`src/rtl/rmsp_pkg.sv`:
```
// ----------------------------------------------------------------------------
// rmsp_pkg: shared types and constants
// Register indexes, reset values and the structs that move between the
// parts of the RMSProp update block.
// ----------------------------------------------------------------------------
package rmsp_pkg;

	// register indexes on the configuration port
	localparam logic [2:0] REG_DECAY = 3'd0;
	localparam logic [2:0] REG_EPS   = 3'd1;
	localparam logic [2:0] REG_LR    = 3'd2;
	localparam logic [2:0] REG_COUNT = 3'd3;

	localparam logic [15:0] DECAY_RST = 16'd58982;
	localparam logic [31:0] EPS_RST   = 32'd4295;
	localparam logic [23:0] LR_RST    = 24'd167772;
	localparam logic [10:0] COUNT_RST = 11'd1024;

	localparam logic [63:0] ONE_Q32  = 64'h0000_0001_0000_0000;
	localparam logic [33:0] STEP_MAX = 34'h2_0000_0000;
	localparam int SQRT_STAGES = 32;
	localparam int QUOT_W      = 34;

	typedef struct packed {
		logic [15:0] decay;
		logic [31:0] eps;
		logic [23:0] lr;
		logic [10:0] count;
	} cfg_t;

	// item as it waits in the queue
	typedef struct packed {
		logic [9:0]  idx;
		logic [31:0] p;
		logic [31:0] g;
		logic        err;
	} item_t;

	// item side data carried down the back pipeline
	typedef struct packed {
		logic [9:0]  idx;
		logic [31:0] p;
		logic        neg;
		logic        err;
		logic [55:0] num;
	} tag_t;

endpackage

```
`src/rtl/rmsp_front.sv`:
```
// ----------------------------------------------------------------------------
// rmsp_front: accept and classify
// Takes items on start, flags out-of-range indexes and queues the items
// for the back pipeline.
// ----------------------------------------------------------------------------
module rmsp_front #(
	parameter int DEPTH = 1024
) (
	input  logic              clk,
	input  logic              arst_n,
	input  logic              start,
	input  logic              hold,
	output logic              busy,
	input  logic [9:0]        param_index,
	input  logic [31:0]       param_value,
	input  logic [31:0]       gradient_value,
	input  rmsp_pkg::cfg_t    cfg,
	input  logic              pop,
	output logic              head_valid,
	output rmsp_pkg::item_t   head
);
	import rmsp_pkg::*;

	item_t      q_mem [0:3];
	logic [1:0] wr_ptr_q, rd_ptr_q;
	logic [2:0] cnt_q;
	logic       accept;
	logic       err;

	assign busy       = hold || (cnt_q == 3'd4);
	assign accept     = start && !busy;
	assign head_valid = (cnt_q != 3'd0);
	assign head       = q_mem[rd_ptr_q];
	assign err        = ({1'b0, param_index} >= cfg.count) ||
	                    ({1'b0, param_index} >= 11'(DEPTH));

	always_ff @(posedge clk) begin
		if (accept) begin
			q_mem[wr_ptr_q] <= '{idx: param_index, p: param_value,
			                     g: gradient_value, err: err};
		end
	end

	always_ff @(posedge clk or negedge arst_n) begin
		if (!arst_n) begin
			wr_ptr_q <= '0;
			rd_ptr_q <= '0;
			cnt_q    <= '0;
		end else begin
			if (accept) wr_ptr_q <= wr_ptr_q + 2'd1;
			if (pop) rd_ptr_q <= rd_ptr_q + 2'd1;
			cnt_q <= cnt_q + 3'(accept) - 3'(pop);
		end
	end

endmodule

```
`config.mk`:
```
export PLATFORM = sky130hd
export DESIGN_NAME = rmsp_front
export DESIGN_NICKNAME = d
export VERILOG_FILES = /design/src/rtl/rmsp_pkg.sv /design/src/rtl/rmsp_front.sv
export SDC_FILE = /design/constraint.sdc
export NUM_CORES = 1
export LEC_CHECK = 0
export BUFFER_PORTS_ARGS = -buffer_cell sky130_fd_sc_hd__buf_2
export CAP_MARGIN = 10
export CORE_UTILIZATION = 40
export CTS_CLUSTER_DIAMETER = 150
export DETAILED_ROUTE_END_ITERATION = 6
export SLEW_MARGIN = 20
export SYNTH_ARGS = -nofsm -noshare
export SYNTH_HDL_FRONTEND = slang
export SYNTH_SLANG_ARGS = --single-unit
```
`constraint.sdc`:
```
create_clock -name clk -period 8.8 [get_ports clk]
set_input_delay 0.44 -clock clk [delete_from_list [all_inputs] [get_ports clk]]
set_output_delay 0.44 -clock clk [all_outputs]
set_load 0.005 [all_outputs]
```
-- After elaboration in Yosys (flattened, before gate mapping)
Memories as Yosys holds them, arrays and structs flattened.
Cells that the tools add are included.
- add/sub/neg operators: 4
- order comparisons: 1
- eq/ne operators: 1
- multiplexer cells: 2
- reductions and logical operators: 4
- operators by type and width (operator ; count):
    $ge 10x11->1 ; 1
    $add 2x1->2 const B ; 2
    $add 3x1->3 ; 1
    $eq 3x3->1 const B ; 1
    $reduce_bool 3->1 ; 1
    $sub 3x1->3 ; 1
    $mux 1 ; 2
    $logic_and 1x1->1 ; 1
    $logic_not 1->1 ; 1
    $logic_or 1x1->1 ; 1
- register bits after elaboration: 7
- memory bits (writable): 300
- input bits: 162
- output and inout port bits: 77
- logic and storage cells: 16
- memories kept: 1
- memories (name ; depth ; width ; read ports ; clocked after memory_dff ; write ports ; RTL line ; text):
    q_mem ; 4 ; 75 ; 1 ; 0 ; 1 ; rmsp_front.sv:24 ; item_t q_mem [0:3];

-- Depth between registers and ports, before layout
- depth after elaboration: 6
- mapped depth: 10
- mapped depth without buffers: 10

-- Worst setup path before layout
Ideal clock, no wire load.
- kind: input port to flip-flop
- start point: in hold
- end point: mem q_mem[0][0] in the netlist's numbering (enable)
- setup time: 442 ps
- arrival: 2513 ps
- slack: 5845 ps
- cell stages on the path: 2
- path buffers: 0
- cells stage by stage: a21oi_1 -> and3_1
- word-level cells in the longest chain between the ends: 5
- RTL lines (item ; RTL line ; text):
    start, declared ; rmsp_front.sv:12 ; input logic hold,
    $logic_or 1x1->1 ; rmsp_front.sv:30 ; assign busy = hold || (cnt_q == 3'd4);
    $logic_not 1->1 ; rmsp_front.sv:31 ; assign accept = start && !busy;
    $logic_and 1x1->1 ; rmsp_front.sv:31 ;
    $mux 1 ; rmsp_front.sv:38 ; if (accept) begin
    $mux 1 (not written as such) ; rmsp_front.sv:39 ; q_mem[wr_ptr_q] <= '{idx: param_index, p: param_value,
    end, declared ; rmsp_front.sv:24 ;
Every way passes these cells.

==> impl_results.md <==
* Status: finished clean
* Depth of the worst register-to-register path at 4
* Grt ovf at 0
* GPL Wtd Cong at 0.695
* CTS max path bufs at 3
* Endpoint, Worst Hold: q_mem[1][50]
* Die Ht at 172 um
* P_int at 0.00306 W
* Worst clock skew at 0.0213 ns
* Initial antenna violation count at 0
* Worst vdd ir at 0.248 mV
* Number of global-route vias before repair at 5672
* CP max-delay cell: dfrtp_4
* Root Driver: clkbuf_16
* Std cell rows at 61
* Min Hold Slack at 0.101 ns
* Clock transition at path regs at 0.07 ns
* Crit path time final at 3.51 ns
* Main combinational cell family by area after synthesis: multiplexers
* Seq cells post-synth at 307
* Hold WC Path Type: in -> reg
* Layout cells sized above 1 at 44.1%
* CP Launch Type: register
* Synth Area in XOR/XNOR at 0.381%
* Slew Limit Fails at 0
* Post-Syn Instances at 462
* DP Worst Slack at 5.71 ns
* Port buffer count at ~170
* Worst setup EP type: primary output
* Count of different cell masters after synthesis at 27
* CTS H-Tree Depth at 1
* Req. time, crit path at 8.36 ns
* Power share of the combinational group at 22.8%
* Routed WL at a little over 20 mm
* Power Total at 0.00413 W
* ANT nets after route at 0
* Seq pwr share at 46.3%
* # setup viols final at 0
* Slew margin rel. at 43.6%
* Period utilization at 39.8%
* Syn_area_per_cell at 24.9 um^2
* Worst slew pin tran at 0.847 ns
* Worst reg2reg path startpoint: cnt_q[1]
* Clock group share of total power at 31.0%
* Hold Path Origin: param_value[17]
* Die W at 172 um
* Layout area overhead at 19.4%
* RSZ-0062 raised after global routing: false
* Max FO, Critical Path at 42
* Fraction of synthesized area in multiplexers at roughly 15%
* Via density at between 4 and 5
* Crit-path max cell delay at 0.93 ns
* Global-route wire length before repair at 31.1 mm
* Fraction of the mapped netlist area in adder cells at under 10%
* WS Path Type: reg -> out
* Max-Cap Viols at 0
* Seq/Total Area, Yosys at 79.8%
* Fillers at 2301
* CP arrival at 3.07 ns
* Mapped Area at 11500 um^2
* Syn. warnings at 0
* Fin nets at 830
* Largest net degree at the start of global routing at between 40 and 50
* Crit-path cells: buf_4 > mux4_2 > buf_2
* Wirelength per Cell at roughly 20 um
* Setup_tns at 0 ns
* Leak at 4.75 nW
* Power Dens Cells at about 300 nW/um^2
* Post_cts resized at 0
* 1st-pass router iterations at 4
* CTS tree: done
* NetSw at 0.00107 W
* Clk_lat worst skew at 0.55 ns
* Net Count, Synth at 641
* 1st-iter DRT viols at 290
* Min-Delay Path Depth at 1
* Net Sw Frac at 26.0%
* Total CTS buffers at 31
* Fin worst setup slack at between 5 and 6 ns
* Synth Area in Simple Gates at less than 1%
* Final Hold Viols at 0
* Synth Area in Compound Gates at 0.479%
* CTS sink cnt at 307
* Num ports at roughly 240
* Via count at between 5000 and 6000
* Hpwl dp at 12.1 mm
* Core area at between 20000 and 30000 um^2
* Fmax achieved at 285 MHz
* R2R Path End: q_mem[3][71]
* Drc violations at 0
* Gr usage total at 14.1%
* Effective utilization at floorplan at 41.1%
* Die footprint at just under 30000 um^2
* FF-to-FF setup slack at 6.29 ns
critical path, delay by kind of cell, from the launching register on:
family / cells / cell delay [ns]
buffers and inverters: 2 / 0.95
multiplexers: 1 / 0.61
flip-flops: 1 / 0.93
registers in the layout, indices dropped and copies added (netlist names):
name and count:
q_mem 300, cnt_q 3, rd_ptr_q 2, wr_ptr_q 2
synthesized netlist by cell type:
master	instances	area, um^2
buf_2	5	25.0
xnor2_1	4	35.0
buf_12	4	80.1
nand2_1	4	15.0
a41oi_1	1	8.76
o21ai_0	2	10.0
buf_4	4	30.0
buf_6	1	11.3
mux2_2	1	11.3
edfxtp_1	300	9010
nor2_1	1	3.75
a21o_1	1	7.51
xor2_1	1	8.76
or3_1	1	6.26
and2_1	1	6.26
and3_1	4	25.0
nand3_1	1	5.00
a21oi_1	4	20.0
mux4_2	75	1690
fa_1	1	20.0
and4b_1	1	10.0
nor2b_1	1	6.26
buf_1	3	11.3
inv_1	17	63.8
a2bb2oi_1	1	8.76
dfrtp_1	7	175
ha_1	16	200
repair_timing:
| item | CTS | global route |
|---|---|---|
| hold buffers | 1 | 0 |
| setup buffers | 0 | 0 |
| endpoints found under the setup margin | 0 | 0 |
| hold endpoints to repair | 7 | 0 |
power groups by stage:
stage               clock network [W]  registers (W)  logic, W
floorplan                           0        0.00185  0.000708
detailed placement                  0        0.00195  0.000969
finish                        0.00128        0.00191  0.000941
global placement                    0        0.00194  0.000949
global route                  0.00137        0.00194   0.00103
CTS                           0.00131        0.00192  0.000971
metrics by stage:
stage                     util (%)  instance area [um^2]  std cells
after floorplan                  -                 11500        462
after global placement        45.4                 12700        995
after detailed placement      45.4                 12700        995
after CTS                     49.0                 13700       1054
after global routing          49.0                 13700       1054
final                         49.1                 13700       1055
per-layer routing:
layer  global-route usage (%)  vias to the layer above  share of wire (%)
met5                        0                        -                  0
met4                     4.15                        0                2.0
met3                     2.81                       32                5.7
met2                     24.5                      135                 51
met1                     17.9                     2760                 41
li1                         -                     2337                  -
layout by cell type, fill, tap and decap left out, types with 2 or more instances in the layout:
cell / count
o21ai_0: 2
clkbuf_1: 4
dfrtp_4: 2
bufinv_16: 4
a21oi_1: 4
buf_4: 6
mux4_2: 75
edfxtp_1: 300
clkbuf_16: 31
dfrtp_1: 5
inv_6: 2
xnor2_1: 4
clkinvlp_4: 2
nand2_1: 4
and3_4: 4
clkinv_1: 10
ha_1: 16
buf_2: 166
inv_1: 17
clkinv_2: 5
cell families (layout without fill, tap and decap cells):
family,Yosys count,count (layout)
muxes,76,76
AOI/OAI and AO/OA,9,9
xor gates and xnor gates,5,5
adders and majority gates,17,17
buffers and inverters,34,248
and+or+nand+nor,14,14
DFF,307,307
other,0,1
worst max-delay path by stage:
| stage | startpoint | end | slack [ns] | depth (start not counted) |
|---|---|---|---|---|
| 4_1_cts | rd_ptr_q[0] | head[62] | 5.13 | 3 |
| 2_1_floorplan | hold | q_mem[0][0] | 5.85 | 2 |
| 3_3_place_gp | rd_ptr_q[0] | head[67] | 5.74 | 3 |
| 6_report | rd_ptr_q[0] | head[67] | 5.29 | 3 |
| 3_5_place_dp | rd_ptr_q[0] | head[62] | 5.71 | 3 |
| 5_1_grt | rd_ptr_q[0] | head[67] | 4.98 | 3 |
cell type report:
class | instances | area [um^2] | share of cell area [%]
Antenna cell | 1 | 2.50 | 0.0182
Clock buffer | 35 | 791 | 5.76
Clock inverter | 23 | 215 | 1.57
Inverter | 17 | 63.8 | 0.464
Multi-Input combinational cell | 121 | 2120 | 15.4
Sequential cell | 307 | 9190 | 66.9
Tap cell | 378 | 473 | 3.44
Timing Repair Buffer | 173 | 886 | 6.45
(Power assumes the default switching activity.)
